File: src/rtl/sal_pkg.sv
// Shared types, constants and codes of the segment allocator.
package sal_pkg;

    localparam int MEM_SIZE = 1024;
    localparam int MAX_FREE_DEFAULT = 16;
    localparam int MAX_SEGS_DEFAULT = 16;

    localparam int AW = 10;   // address width
    localparam int SW = 11;   // segment size width
    localparam int EW = 12;   // width of start plus size sums
    localparam int PW = 8;    // cell position width, enough for 256 cells

    localparam logic [1:0] KIND_ALLOC = 2'd0;
    localparam logic [1:0] KIND_FREE  = 2'd1;
    localparam logic [1:0] KIND_FIND  = 2'd2;
    localparam logic [1:0] KIND_NONE  = 2'd3;

    localparam logic [1:0] ST_OK     = 2'd0;
    localparam logic [1:0] ST_NOFIT  = 2'd1;
    localparam logic [1:0] ST_BADID  = 2'd2;
    localparam logic [1:0] ST_FULL   = 2'd3;

    localparam logic [1:0] FIT_FIRST = 2'd0;
    localparam logic [1:0] FIT_BEST  = 2'd1;
    localparam logic [1:0] FIT_WORST = 2'd2;

    typedef struct packed {
        logic [1:0]    kind;
        logic [3:0]    seg_id;
        logic [AW-1:0] start_req;
        logic [SW-1:0] size;
    } req_t;

    typedef struct packed {
        logic [1:0]    status;
        logic [AW-1:0] address;
    } rsp_t;

    typedef enum logic [1:0] {
        CELL_HOLD   = 2'd0,
        CELL_WRITE  = 2'd1,
        CELL_INSERT = 2'd2,
        CELL_DELETE = 2'd3
    } cell_op_t;

    typedef struct packed {
        cell_op_t      op;
        logic [PW-1:0] pos;
        logic [AW-1:0] start;
        logic [SW-1:0] size;
    } cell_cmd_t;

endpackage

File: src/rtl/sal_cell.sv
// One entry of the sorted free segment table, shifting with its neighbors.
module sal_cell #(
    parameter int IDX = 0
) (
    input  logic                  clk,
    input  logic                  rst_n,
    input  sal_pkg::cell_cmd_t    cmd,
    input  logic [sal_pkg::AW-1:0] left_start,
    input  logic [sal_pkg::SW-1:0] left_size,
    input  logic [sal_pkg::AW-1:0] right_start,
    input  logic [sal_pkg::SW-1:0] right_size,
    output logic [sal_pkg::AW-1:0] start,
    output logic [sal_pkg::SW-1:0] size
);
    import sal_pkg::*;

    localparam logic [PW-1:0] MY_POS = PW'(IDX);
    localparam logic [SW-1:0] RST_SIZE = (IDX == 0) ? SW'(MEM_SIZE) : '0;

    logic [AW-1:0] start_reg, start_next;
    logic [SW-1:0] size_reg, size_next;
    logic          here;
    logic          above;

    assign here  = (cmd.pos == MY_POS);
    assign above = (MY_POS > cmd.pos);

    always_comb
    begin
        start_next = start_reg;
        size_next  = size_reg;
        unique case (cmd.op)
            CELL_WRITE:
            begin
                if (here)
                begin
                    start_next = cmd.start;
                    size_next  = cmd.size;
                end
            end
            CELL_INSERT:
            begin
                if (here)
                begin
                    start_next = cmd.start;
                    size_next  = cmd.size;
                end
                else if (above)
                begin
                    start_next = left_start;
                    size_next  = left_size;
                end
            end
            CELL_DELETE:
            begin
                if (here || above)
                begin
                    start_next = right_start;
                    size_next  = right_size;
                end
            end
            default:
            begin
            end
        endcase
    end

    always_ff @(posedge clk or negedge rst_n)
    begin
        if (!rst_n)
        begin
            start_reg <= '0;
            size_reg  <= RST_SIZE;
        end
        else
        begin
            start_reg <= start_next;
            size_reg  <= size_next;
        end
    end

    assign start = start_reg;
    assign size  = size_reg;

endmodule

File: src/rtl/segment_allocator_free_list_unit.sv
// Top level of the segment allocator: controller, allocated table and cell chain.
//
//  channel | signals                   | direction | transaction
//  req     | req_valid, req_stall, req | in        | one request (kind, id, start, size)
//  rsp     | rsp_valid, rsp_stall, rsp | out       | one result (status, address)
//  cfg     | cfg_valid, cfg_ready, cfg_data | in   | write of fit_strategy
//
// One request at a time: the controller reads one cell of the chain per cycle while it scans
// the free table entries. Splits and double merges make a second chain shift in S_ACT2.
// After reset the first cell holds the whole memory and all ids are free.
// The result waits in an output register while rsp_stall is high; a new request is
// taken once the result has been loaded there.
module segment_allocator_free_list_unit #(
    parameter int MAX_FREE = sal_pkg::MAX_FREE_DEFAULT,
    parameter int MAX_SEGS = sal_pkg::MAX_SEGS_DEFAULT
) (
    input  logic          clk,
    input  logic          rst_n,
    input  logic          req_valid,
    output logic          req_stall,
    input  sal_pkg::req_t req,
    output logic          rsp_valid,
    input  logic          rsp_stall,
    output sal_pkg::rsp_t rsp,
    input  logic          cfg_valid,
    output logic          cfg_ready,
    input  logic [1:0]    cfg_data
);
    import sal_pkg::*;

    localparam int IW  = (MAX_FREE > 1) ? $clog2(MAX_FREE) : 1;
    localparam int CW  = $clog2(MAX_FREE + 1);
    localparam int SIW = (MAX_SEGS > 1) ? $clog2(MAX_SEGS) : 1;
    localparam logic [8:0]    SEG_LIM = 9'(MAX_SEGS);
    localparam logic [CW-1:0] FULL    = CW'(MAX_FREE);
    localparam logic [EW-1:0] MEM_END = EW'(MEM_SIZE);

    typedef enum logic [5:0] {
        S_IDLE = 6'b000001,
        S_CHK  = 6'b000010,
        S_SCAN = 6'b000100,
        S_ACT  = 6'b001000,
        S_ACT2 = 6'b010000,
        S_DONE = 6'b100000
    } state_t;

    state_t        state_reg, state_next;
    req_t          req_reg, req_next;
    logic [1:0]    fit_reg, fit_next;
    logic [CW-1:0] count_reg, count_next;
    logic [CW-1:0] scan_reg, scan_next;
    logic [1:0]    status_reg, status_next;
    logic [AW-1:0] addr_reg, addr_next;
    logic          found_reg, found_next;
    logic [SW-1:0] pick_diff_reg, pick_diff_next;
    logic [AW-1:0] prev_start_reg, prev_start_next;
    logic [SW-1:0] prev_size_reg, prev_size_next;
    cell_cmd_t     cmd2_reg, cmd2_next;
    logic          rsp_valid_reg, rsp_valid_next;
    rsp_t          rsp_reg, rsp_next;
    logic [MAX_SEGS-1:0] alloc_valid_reg, alloc_valid_next;

    logic [AW-1:0] alloc_start_mem [MAX_SEGS];
    logic [SW-1:0] alloc_size_mem [MAX_SEGS];
    logic [AW-1:0] rd_start_reg;
    logic [SW-1:0] rd_size_reg;
    logic          mem_we;

    logic [AW-1:0] entry_start [MAX_FREE];
    logic [SW-1:0] entry_size [MAX_FREE];
    cell_cmd_t     cell_cmd;

    logic [8:0]     id_ext;
    logic [SIW-1:0] seg_idx;
    logic           id_ok;
    logic [IW-1:0]  scan_idx;
    logic [8:0]     scan_ext, scan_dec_ext, scan_inc_ext;
    logic [AW-1:0]  cur_start;
    logic [SW-1:0]  cur_size;
    logic           in_range;
    logic           full;
    logic [EW-1:0]  s_e, n_e, end_e, cs, cz, fend, rs, rn, prev_end;
    logic [EW-1:0]  head_e, tail_e, both_e, mp_e, mn_e;
    logic [SW-1:0]  diff;
    logic           mp, mn;

    assign id_ext   = 9'(req_reg.seg_id);
    assign seg_idx  = id_ext[SIW-1:0];
    assign id_ok    = (id_ext < SEG_LIM);
    assign scan_idx = scan_reg[IW-1:0];
    assign scan_ext = 9'(scan_reg);
    assign scan_dec_ext = scan_ext - 9'd1;
    assign scan_inc_ext = scan_ext + 9'd1;
    assign cur_start = entry_start[scan_idx];
    assign cur_size  = entry_size[scan_idx];
    assign in_range  = (scan_reg < count_reg);
    assign full      = (count_reg >= FULL);

    assign s_e   = EW'(req_reg.start_req);
    assign n_e   = EW'(req_reg.size);
    assign end_e = s_e + n_e;
    assign cs    = EW'(cur_start);
    assign cz    = EW'(cur_size);
    assign fend  = cs + cz;
    assign rs    = EW'(rd_start_reg);
    assign rn    = EW'(rd_size_reg);
    assign prev_end = EW'(prev_start_reg) + EW'(prev_size_reg);
    assign head_e = s_e - cs;
    assign tail_e = fend - end_e;
    assign both_e = EW'(prev_size_reg) + rn + cz;
    assign mp_e   = EW'(prev_size_reg) + rn;
    assign mn_e   = cz + rn;
    assign diff   = cur_size - req_reg.size;
    assign mp     = (scan_reg != '0) && (prev_end == rs);
    assign mn     = in_range && ((rs + rn) == cs);

    // The chain of free table cells.
    genvar g;
    generate
        for (g = 0; g < MAX_FREE; g++)
        begin : g_cell
            sal_cell #(
                .IDX(g)
            ) u_cell (
                .clk         (clk),
                .rst_n       (rst_n),
                .cmd         (cell_cmd),
                .left_start  (entry_start[(g == 0) ? 0 : g - 1]),
                .left_size   (entry_size[(g == 0) ? 0 : g - 1]),
                .right_start (entry_start[(g == MAX_FREE - 1) ? g : g + 1]),
                .right_size  (entry_size[(g == MAX_FREE - 1) ? g : g + 1]),
                .start       (entry_start[g]),
                .size        (entry_size[g])
            );
        end
    endgenerate

    always_comb
    begin
        state_next      = state_reg;
        req_next        = req_reg;
        fit_next        = fit_reg;
        count_next      = count_reg;
        scan_next       = scan_reg;
        status_next     = status_reg;
        addr_next       = addr_reg;
        found_next      = found_reg;
        pick_diff_next  = pick_diff_reg;
        prev_start_next = prev_start_reg;
        prev_size_next  = prev_size_reg;
        cmd2_next       = cmd2_reg;
        rsp_valid_next  = rsp_valid_reg;
        rsp_next        = rsp_reg;
        alloc_valid_next = alloc_valid_reg;
        mem_we          = 1'b0;
        cell_cmd        = '{op: CELL_HOLD, pos: '0, start: '0, size: '0};

        if (cfg_valid)
        begin
            fit_next = cfg_data;
        end
        if (rsp_valid_reg && !rsp_stall)
        begin
            rsp_valid_next = 1'b0;
        end

        unique case (state_reg)
            S_IDLE:
            begin
                if (req_valid)
                begin
                    req_next    = req;
                    status_next = ST_OK;
                    addr_next   = '0;
                    scan_next   = '0;
                    found_next  = 1'b0;
                    state_next  = S_CHK;
                end
            end
            S_CHK:
            begin
                state_next = S_SCAN;
                case (req_reg.kind)
                    KIND_ALLOC:
                    begin
                        if (!id_ok || alloc_valid_reg[seg_idx])
                        begin
                            status_next = ST_BADID;
                            state_next  = S_DONE;
                        end
                        else if (n_e == '0 || end_e > MEM_END)
                        begin
                            status_next = ST_NOFIT;
                            state_next  = S_DONE;
                        end
                    end
                    KIND_FREE:
                    begin
                        if (!id_ok || !alloc_valid_reg[seg_idx])
                        begin
                            status_next = ST_BADID;
                            state_next  = S_DONE;
                        end
                    end
                    KIND_FIND:
                    begin
                    end
                    default:
                    begin
                        state_next = S_DONE;
                    end
                endcase
            end
            S_SCAN:
            begin
                scan_next = scan_reg + CW'(1);
                case (req_reg.kind)
                    KIND_ALLOC:
                    begin
                        if (!in_range)
                        begin
                            status_next = ST_NOFIT;
                            state_next  = S_DONE;
                        end
                        else if (cs <= s_e && end_e <= fend)
                        begin
                            scan_next  = scan_reg;
                            state_next = S_ACT;
                        end
                    end
                    KIND_FREE:
                    begin
                        if (in_range && cs < rs)
                        begin
                            prev_start_next = cur_start;
                            prev_size_next  = cur_size;
                        end
                        else
                        begin
                            scan_next  = scan_reg;
                            state_next = S_ACT;
                        end
                    end
                    default:
                    begin
                        if (!in_range)
                        begin
                            status_next = found_reg ? ST_OK : ST_NOFIT;
                            state_next  = S_DONE;
                        end
                        else if (cur_size >= req_reg.size)
                        begin
                            if (fit_reg == FIT_BEST)
                            begin
                                if (!found_reg || diff < pick_diff_reg)
                                begin
                                    found_next     = 1'b1;
                                    pick_diff_next = diff;
                                    addr_next      = cur_start;
                                end
                            end
                            else if (fit_reg == FIT_WORST)
                            begin
                                if (!found_reg || diff > pick_diff_reg)
                                begin
                                    found_next     = 1'b1;
                                    pick_diff_next = diff;
                                    addr_next      = cur_start;
                                end
                            end
                            else
                            begin
                                addr_next   = cur_start;
                                status_next = ST_OK;
                                state_next  = S_DONE;
                            end
                        end
                    end
                endcase
            end
            S_ACT:
            begin
                state_next = S_DONE;
                cell_cmd.pos = scan_ext[PW-1:0];
                if (req_reg.kind == KIND_ALLOC)
                begin
                    if (s_e == cs && end_e == fend)
                    begin
                        cell_cmd.op = CELL_DELETE;
                    end
                    else if (s_e == cs)
                    begin
                        cell_cmd.op    = CELL_WRITE;
                        cell_cmd.start = end_e[AW-1:0];
                        cell_cmd.size  = tail_e[SW-1:0];
                    end
                    else if (end_e == fend)
                    begin
                        cell_cmd.op    = CELL_WRITE;
                        cell_cmd.start = cur_start;
                        cell_cmd.size  = head_e[SW-1:0];
                    end
                    else if (!full)
                    begin
                        // Split: shrink the segment now, add the tail piece next cycle.
                        cell_cmd.op    = CELL_WRITE;
                        cell_cmd.start = cur_start;
                        cell_cmd.size  = head_e[SW-1:0];
                        cmd2_next = '{op: CELL_INSERT, pos: scan_inc_ext[PW-1:0],
                                      start: end_e[AW-1:0], size: tail_e[SW-1:0]};
                        state_next = S_ACT2;
                    end
                    if (!(s_e != cs && end_e != fend && full))
                    begin
                        mem_we = 1'b1;
                        alloc_valid_next[seg_idx] = 1'b1;
                    end
                    else
                    begin
                        status_next = ST_FULL;
                    end
                end
                else
                begin
                    if (mp && mn)
                    begin
                        cell_cmd.op    = CELL_WRITE;
                        cell_cmd.pos   = scan_dec_ext[PW-1:0];
                        cell_cmd.start = prev_start_reg;
                        cell_cmd.size  = both_e[SW-1:0];
                        cmd2_next = '{op: CELL_DELETE, pos: scan_ext[PW-1:0],
                                      start: '0, size: '0};
                        state_next = S_ACT2;
                    end
                    else if (mp)
                    begin
                        cell_cmd.op    = CELL_WRITE;
                        cell_cmd.pos   = scan_dec_ext[PW-1:0];
                        cell_cmd.start = prev_start_reg;
                        cell_cmd.size  = mp_e[SW-1:0];
                    end
                    else if (mn)
                    begin
                        cell_cmd.op    = CELL_WRITE;
                        cell_cmd.start = rd_start_reg;
                        cell_cmd.size  = mn_e[SW-1:0];
                    end
                    else if (!full)
                    begin
                        cell_cmd.op    = CELL_INSERT;
                        cell_cmd.start = rd_start_reg;
                        cell_cmd.size  = rd_size_reg;
                    end
                    if (mp || mn || !full)
                    begin
                        alloc_valid_next[seg_idx] = 1'b0;
                    end
                    else
                    begin
                        status_next = ST_FULL;
                    end
                end
            end
            S_ACT2:
            begin
                cell_cmd   = cmd2_reg;
                state_next = S_DONE;
            end
            S_DONE:
            begin
                if (!rsp_valid_reg || !rsp_stall)
                begin
                    rsp_valid_next = 1'b1;
                    rsp_next.status  = status_reg;
                    rsp_next.address = (status_reg == ST_OK) ? addr_reg : '0;
                    state_next = S_IDLE;
                end
            end
            default:
            begin
                state_next = S_IDLE;
            end
        endcase

        if (cell_cmd.op == CELL_INSERT)
        begin
            count_next = count_reg + CW'(1);
        end
        else if (cell_cmd.op == CELL_DELETE)
        begin
            count_next = count_reg - CW'(1);
        end
    end

    always_ff @(posedge clk or negedge rst_n)
    begin
        if (!rst_n)
        begin
            state_reg       <= S_IDLE;
            fit_reg         <= FIT_FIRST;
            count_reg       <= CW'(1);
            rsp_valid_reg   <= 1'b0;
            alloc_valid_reg <= '0;
            found_reg       <= 1'b0;
            scan_reg        <= '0;
        end
        else
        begin
            state_reg       <= state_next;
            fit_reg         <= fit_next;
            count_reg       <= count_next;
            rsp_valid_reg   <= rsp_valid_next;
            alloc_valid_reg <= alloc_valid_next;
            found_reg       <= found_next;
            scan_reg        <= scan_next;
        end
    end

    always_ff @(posedge clk)
    begin
        req_reg        <= req_next;
        status_reg     <= status_next;
        addr_reg       <= addr_next;
        pick_diff_reg  <= pick_diff_next;
        prev_start_reg <= prev_start_next;
        prev_size_reg  <= prev_size_next;
        cmd2_reg       <= cmd2_next;
        rsp_reg        <= rsp_next;
    end

    // Allocated segment table: one write and one registered read per cycle.
    always_ff @(posedge clk)
    begin
        if (mem_we)
        begin
            alloc_start_mem[seg_idx] <= req_reg.start_req;
            alloc_size_mem[seg_idx]  <= req_reg.size;
        end
        rd_start_reg <= alloc_start_mem[seg_idx];
        rd_size_reg  <= alloc_size_mem[seg_idx];
    end

    assign req_stall = (state_reg != S_IDLE);
    assign rsp_valid = rsp_valid_reg;
    assign rsp       = rsp_reg;
    assign cfg_ready = 1'b1;

endmodule

File: config.mk
export PLATFORM = sky130hd
export DESIGN_NAME = segment_allocator_free_list_unit
export DESIGN_NICKNAME = d
export VERILOG_FILES = /design/src/rtl/sal_pkg.sv /design/src/rtl/sal_cell.sv /design/src/rtl/segment_allocator_free_list_unit.sv
export SDC_FILE = /design/constraint.sdc
export NUM_CORES = 2
export LEC_CHECK = 0
export BUFFER_PORTS_ARGS = -buffer_cell sky130_fd_sc_hd__buf_2
export CORE_MARGIN = 2
export CORE_UTILIZATION = 45
export DETAILED_ROUTE_END_ITERATION = 8
export GPL_ROUTABILITY_DRIVEN = 1
export GPL_TIMING_DRIVEN = 0
export PLACE_DENSITY = 0.57
export SKIP_CTS_REPAIR_TIMING = 1
export SLEW_MARGIN = 20
export SYNTH_ARGS = -nofsm -noshare
export SYNTH_HDL_FRONTEND = slang
export SYNTH_SLANG_ARGS = --single-unit
export TNS_END_PERCENT = 5
File: constraint.sdc
create_clock -name clk -period 24.3 [get_ports clk]
set_input_delay 1.215 -clock clk [delete_from_list [all_inputs] [get_ports clk]]
set_output_delay 1.215 -clock clk [all_outputs]
set_load 0.01 [all_outputs]
# After elaboration in Yosys (flattened, before gate mapping)
# Memories as Yosys holds them, arrays and structs flattened. A register that Yosys moved wholly into a read port is not among the register bits.
# Index checks and enable logic that the tools add are counted.
# totals
word_cells	569
ramBits	336
latch_bits	0
n_memories	2
romBits	0
reg_bits	486
# mem_list
memory	words	width	read_ports	rd_clocked_by_memory_dff	write_ports	line_no	source
alloc_size_mem	16	11	1	1	1	segment_allocator_free_list_unit.sv:64	logic [SW-1:0] alloc_size_mem [MAX_SEGS];
alloc_start_mem	16	10	1	1	1	segment_allocator_free_list_unit.sv:63	logic [AW-1:0] alloc_start_mem [MAX_SEGS];
# classes
magnitude_cmp	29
n_div	0
mux	268
mul	0
shift	0
n_addsub	15
bitwise	5
reduce_logical	83
eq_ne	113
# ops
cell	n
11-bit 2-to-1 mux	67
10-bit 2-to-1 mux	71
11-bit one-hot mux with 3 select lines	14
10-bit one-hot mux with 3 select lines	14
31-bit 2-to-1 mux	7
21-bit 2-to-1 mux	8
6-bit 2-to-1 mux	18
8-bit by 4-bit == test with 1-bit output (second input constant)	8
4-bit by 8-bit greater-than comparator with 1-bit output (first input constant)	8
2-bit by 1-bit != test with 1-bit output (second input constant)	32
31-bit one-hot mux with 2 select lines	1
10-bit one-hot mux with 2 select lines	3
4-bit AND reduction	15
10-bit by 11-bit adder with 12-bit output	4
16-bit 2-to-1 mux	3
3-bit by 1-bit != test with 1-bit output (second input constant)	15
11-bit binary-select mux with 4-bit select	1
11-bit one-hot mux with 2 select lines	2
10-bit binary-select mux with 4-bit select	1
3-bit != test (second input constant)	13
6-bit one-hot mux with 6 select lines	1
2-bit 2-to-1 mux	17
11-bit adder	3
8-bit by 3-bit == test with 1-bit output (second input constant)	4
72 further kinds	183

# Depth between registers and ports, before layout
# logic_depth
depth_word	15
mapped_depth	41
depth_no_buf	34

# By module
# From an unflattened synthesis, not the netlist that was laid out.
# unflattened
cells_unflattened	4763
hier_area_um2	53167.2
# modules_own_cells
mod	cells_each	area_per_inst_um2	n_inst
segment_allocator_free_list_unit	1989	28339.7	1
sal_cell at g_cell[5].u_cell	225	1981.9	1
sal_cell at g_cell[8].u_cell	184	1694.1	1
sal_cell at g_cell[9].u_cell	184	1685.4	1
sal_cell at g_cell[12].u_cell	181	1632.8	1
sal_cell at g_cell[1].u_cell	195	1605.3	1
sal_cell at g_cell[14].u_cell	184	1589.0	1
sal_cell at g_cell[13].u_cell	184	1587.8	1
sal_cell at g_cell[3].u_cell	151	1557.7	1
sal_cell at g_cell[6].u_cell	191	1522.7	1
sal_cell at g_cell[7].u_cell	178	1520.2	1
sal_cell at g_cell[10].u_cell	127	1470.2	1
sal_cell at g_cell[15].u_cell	195	1467.7	1
sal_cell at g_cell[2].u_cell	176	1461.4	1
+3 rows	n/a	n/a	n/a

# Worst setup path before layout
# OpenSTA, ideal clock, no wires.
# synth_timing
kind	register to register
start	register scan_reg[0]
end	register g_cell[3].u_cell.start_reg[3]
t_arrival_ns	8.188
synth_period_minus_slack_ns	8.324
slack_ns	15.976
path_stages_with_launch	37
setup_time_ns	0.137
cell_sequence	dfrtp_1 buf_2 buf_6 buf_6 buf_6 buf_6 buf_6 buf_1 mux4_2 mux4_2 ha_1 a21o_1 a21oi_1 o21bai_1 a21oi_1 o21bai_1 a21oi_1 o21bai_1 a21oi_1 xnor2_1 ha_1 nand4_1 or3_1 nand2_1 nor2_1 nor3_1 a221o_1 ha_1 inv_1 nand2_1 clkbuf_1 clkbuf_1 a211o_1 clkbuf_1 nand2_1 a221oi_1 a21oi_1
# synth_via
elab_chain_cells	14
word_cells_on_any_way	49
cone_classes	2 x add/sub; 2 x order compare; 10 x eq/ne; 26 x mux; 1 x bitwise; 8 x reduce/logical
# synth_rtl
item	line_no	source
from (decl)	segment_allocator_free_list_unit.sv:51	logic [CW-1:0] scan_reg, scan_next;
from (signal assigned)	segment_allocator_free_list_unit.sv:415	scan_reg <= scan_next;
4-bit NOT with 5-bit output (implied by the code) *	segment_allocator_free_list_unit.sv:95	assign cur_size = entry_size[scan_idx];
11-bit binary-select mux with 4-bit select *	segment_allocator_free_list_unit.sv:95	
11-bit 2-to-1 mux (implied by the code) * (2 in a row)	segment_allocator_free_list_unit.sv:95	
net cur_size[1]	segment_allocator_free_list_unit.sv:79	logic [SW-1:0] cur_size;
10-bit by 11-bit adder with 12-bit output *	segment_allocator_free_list_unit.sv:104	assign fend = cs + cz;
12-bit == test *	segment_allocator_free_list_unit.sv:287, segment_allocator_free_list_unit.sv:297	
1-bit 2-to-1 mux	segment_allocator_free_list_unit.sv:297	else if (end_e == fend)
1-bit 2-to-1 mux	segment_allocator_free_list_unit.sv:291	else if (s_e == cs)
2-bit 2-to-1 mux	segment_allocator_free_list_unit.sv:287	if (s_e == cs && end_e == fend)
2-bit 2-to-1 mux	segment_allocator_free_list_unit.sv:285	if (req_reg.kind == KIND_ALLOC)
31-bit one-hot mux with 2 select lines *	segment_allocator_free_list_unit.sv:167	unique case (state_reg)
2-bit == test or 2-bit by 1-bit == test with 1-bit output (tied branches)	sal_cell.sv:32	unique case (cmd.op)
3-bit by 1-bit != test with 1-bit output (no source line) (tied with other cells)	n/a	
4-bit AND reduction (no source line)	n/a	
to (signal assigned)	sal_cell.sv:77	start_reg <= start_next;
to (decl)	sal_cell.sv:20	logic [AW-1:0] start_reg, start_next;
# The timed path passes the listed nets; every way through them passes the cells marked *. The select of a mux whose other input is x is not followed.
# A chain may end at the register's enable or synchronous reset.

# Final worst setup path
# layout_timing
start	register scan_reg[1]
end	register g_cell[9].u_cell.size_reg[10]
# layout_via
elab_chain_cells	14
word_cells_on_any_way	53
cone_classes	6 x add/sub; 2 x order compare; 10 x eq/ne; 26 x mux; 1 x bitwise; 8 x reduce/logical
# layout_rtl
item	line_no	source
4-bit NOT with 5-bit output (implied by the code) *	segment_allocator_free_list_unit.sv:95	
11-bit binary-select mux with 4-bit select *	segment_allocator_free_list_unit.sv:95	
11-bit 2-to-1 mux (implied by the code) * (2 in a row)	segment_allocator_free_list_unit.sv:95	
net cur_size[2]	segment_allocator_free_list_unit.sv:79	
branches (longest 6 deep; another with 10-bit by 11-bit adder with 12-bit output)	n/a	
31-bit one-hot mux with 2 select lines *	segment_allocator_free_list_unit.sv:167	
2-bit == test or 2-bit by 1-bit == test with 1-bit output (tied branches)	sal_cell.sv:32	
3-bit by 1-bit != test with 1-bit output (no source line) (tied with other cells)	n/a	
4-bit AND reduction (no source line)	n/a	
to (signal assigned)	sal_cell.sv:78	size_reg <= size_next;
to (decl)	sal_cell.sv:21	logic [SW-1:0] size_reg, size_next;
# Mark *: on every way through the listed nets, which the timed path passes. The select of a mux whose other input is x is not followed.

==> flow_summary.toml <==
[run_status]
outcome = "completed"

[yosys]
netlist_instances = 4368
ys_ff_latch = 840
synth-simple-area-share_pct = 11.9
synth_area_um2 = 47500
ys_types = 99
ys_warn_count = 0
synth_compound_gate_area_share_pct = 18.3
async_flop_share_pct = 44.3
synth_top_family_by_area = "compound AO/OA/AOI/OAI gates"
synthAdderAreaFrac_pct = 4.32
synthTopCellsByArea = "edfxtp_1 28%, dfrtp_1 19%, mux4_2 9.4%"
syn_avg_cell_area_um2 = 10.9
synthesis.nets = 4560
synth.top_cell.area_share_pct = 28.2
yosysTopAreaCell = "edfxtp_1"
synth_ff_type = "edfxtp_1"
seq_area_frac_synth_pct = 48.7
synthMuxAreaShare_pct = 11.0
synth_edf_count = 447
synth-xor-area-share_pct = 1.97

[cts]
cts_buffers = 94
clockBufferDepth = 3
clk_pin_slew_ns = 0.07
cts_root_buf = "clkbuf_16"
htree_levels = 3
cts.sinks = 840
insertion_delay_ns = 0.77
cts_tree = "built"

[sta]
fmax_mhz = 70.9
setup-tns-final_ns = 0
relSlewSlack_pct = 9.67
finalSetupViolations = 0
fin_crit_sh_pct = 58.0
min_period_ns = 14.10
clock_skew_ns = 0.0862
tightest_slew_ns = 1.35
final_hold_viol_count = 0
drv_slew = 0
rsz0062_at_grt = "false"

[floorplan]
die_x_um = 329
die_h_um = 329
dieArea_um2 = 108000
core-area_um2 = 105000
pin_count = 49
initial_core_util_pct = 45.3
rows = 119

[route]
post_drt_wl_per_cell_um = 38.5
via_count = 42045
drtAntennaViolNets = 0
via_per_inst = 6.97
first_pass_iters = 8
drcViolationCount = 0
wl_um = 232000
drt_iter0_markers = 7686

[layout]
fillers = 9482
areaGrowthSynthToFinish_pct = 13.3
finalNetCount = 4740
multi_input_area_um2 = 22900
seqCellArea_um2 = 23200
drive_gt1_share_pct = 14.0
final_cells = 6028

[worst_hold_path]
hold_class = "in -> async"

[placement]
dpl.cell_count = 5841
place_congestion = 1.12
dp_hpwl_um = 174000
numPortBuffers = 47

[critical_path]
critical_path_peak_fanout = 10
cp-end-kind = "flip-flop"
reg2reg_depth = 32
ff2ff_setup_slack_ns = 10.20
crit_path_start = "scan_reg[1]"
crit_path_frequent_cell = "a21oi_1"
max_stage_delay_ns = 0.90
crit_path_start_kind = "flip-flop"
reg2reg_to = "g_cell[9].u_cell.size[10]"
worstReg2RegStart = "scan_reg[1]"
endpoint = "g_cell[9].u_cell.size[10]"
critPathKind = "reg -> reg"
critPathRequiredTime_ns = 24.93
slowest_stage = "clkbuf_1"
worstPathArrival_ns = 14.73

[global_routing]
overflow = 0
grtUsageTotal_pct = 42.6
grt_pass1_vias = 38746
grt_pass1_wl_um = 317000
grt_max_degree = 90
grt_antenna_before_repair = 11

[pwr]
p_leak_nw = 20.0
powerDensity_nw_per_um2 = 91.2
ir_worst_vdd_v = 0.0000849

[flow_run]
cap_violations = 0
placed cells by master, fill, tap and decap left out, types with 46 or more instances in the layout:
cell,count
a211oi_1,52
a21o_1,53
a21oi_1,297
a221oi_1,111
a31oi_1,117
a41oi_1,48
and3_1,46
buf_2,119
clkbuf_1,205
clkbuf_16,95
dfrtp_1,369
edfxtp_1,447
ha_1,148
inv_1,122
mux4_2,199
nand2_1,422
nand3_1,81
nor2_1,493
o21ai_0,214
xnor2_1,69
power by group:
part / total (W) / internal (W) / switching (W)
clock: 0.00152 / 0.000870 / 0.000652
combinational: 0.00128 / 0.000535 / 0.000741
sequential: 0.00212 / 0.00174 / 0.000373
synth_stat cells (all sizes together) (69+ instances only):
cell type	n
edfxtp	447
xnor2	69
buf	110
mux4	199
a21oi	300
nand2	422
a31oi	120
inv	123
nand3	82
a221oi	118
clkbuf	201
o21ai	225
dfrtp	369
ha	148
nor2	515
worst min path at each step:
stage	end	slack, ns	cells after the start
floorplan	rsp[11]	0.43	0
global placement	rsp[11]	0.45	0
detailed placement	rsp[10]	0.45	0
CTS	rsp[10]	0.47	0
global route	rsp[11]	0.48	0
finish	found_reg	0.44	1
final cells by class:
class	instances	area share, %
flip-flops and latches	840	43.0
multi-input cells	3092	42.5
clock buffers	117	4.66
well taps	1391	3.23
plain buffers	311	2.50
repair buffers	84	1.82
clock inverters	58	1.41
inverters	125	0.871
diodes	10	0.0465
worst max-delay path, delay by kind of cell, from the launching register on:
kind | cells | cell delay [ns]
simple gates | 7 | 2.24
flops | 1 | 0.88
mux | 2 | 1.18
fa+ha+maj | 3 | 1.20
xor+xnor | 1 | 0.13
buf+inv | 9 | 5.90
compound gates | 10 | 2.43
metrics by stage:
step / total power (W) / instance area (µm²) / worst slack (ns) / utilization [%] / hold WS, ns
2_1_floorplan: 0.00281 / 47500 / 15.98 / - / 0.427
3_3_place_gp: 0.00332 / 49500 / 9.70 / 47.2 / 0.452
3_5_place_dp: 0.00335 / 50500 / 11.16 / 48.1 / 0.451
4_1_cts: 0.00486 / 53800 / 11.18 / 51.2 / 0.467
5_1_grt: 0.00508 / 53900 / 10.45 / 51.3 / 0.482
6_report: 0.00492 / 53900 / 10.20 / 51.3 / 0.445
routing by layer:
metal  share of wire (%)  vias up  track usage, %
met5               0.012        -               0
met3                  13      666            14.4
met1                  38    20964            56.5
met2                  41     3321            58.8
li1                    -    17090               -
met4                 8.3        4            28.9
cell families (layout without fill, tap and decap cells):
| kind of cell | after synthesis | in the layout |
|---|---|---|
| muxes | 271 | 271 |
| and+or+nand+nor | 1287 | 1287 |
| adders and majority gates | 158 | 158 |
| buffers and inverters | 436 | 695 |
| xor gates and xnor gates | 102 | 102 |
| AOI/OAI and AO/OA | 1273 | 1273 |
| other | 1 | 11 |
| DFF | 840 | 840 |
Note: power is estimated with default switching activity, not from simulation.
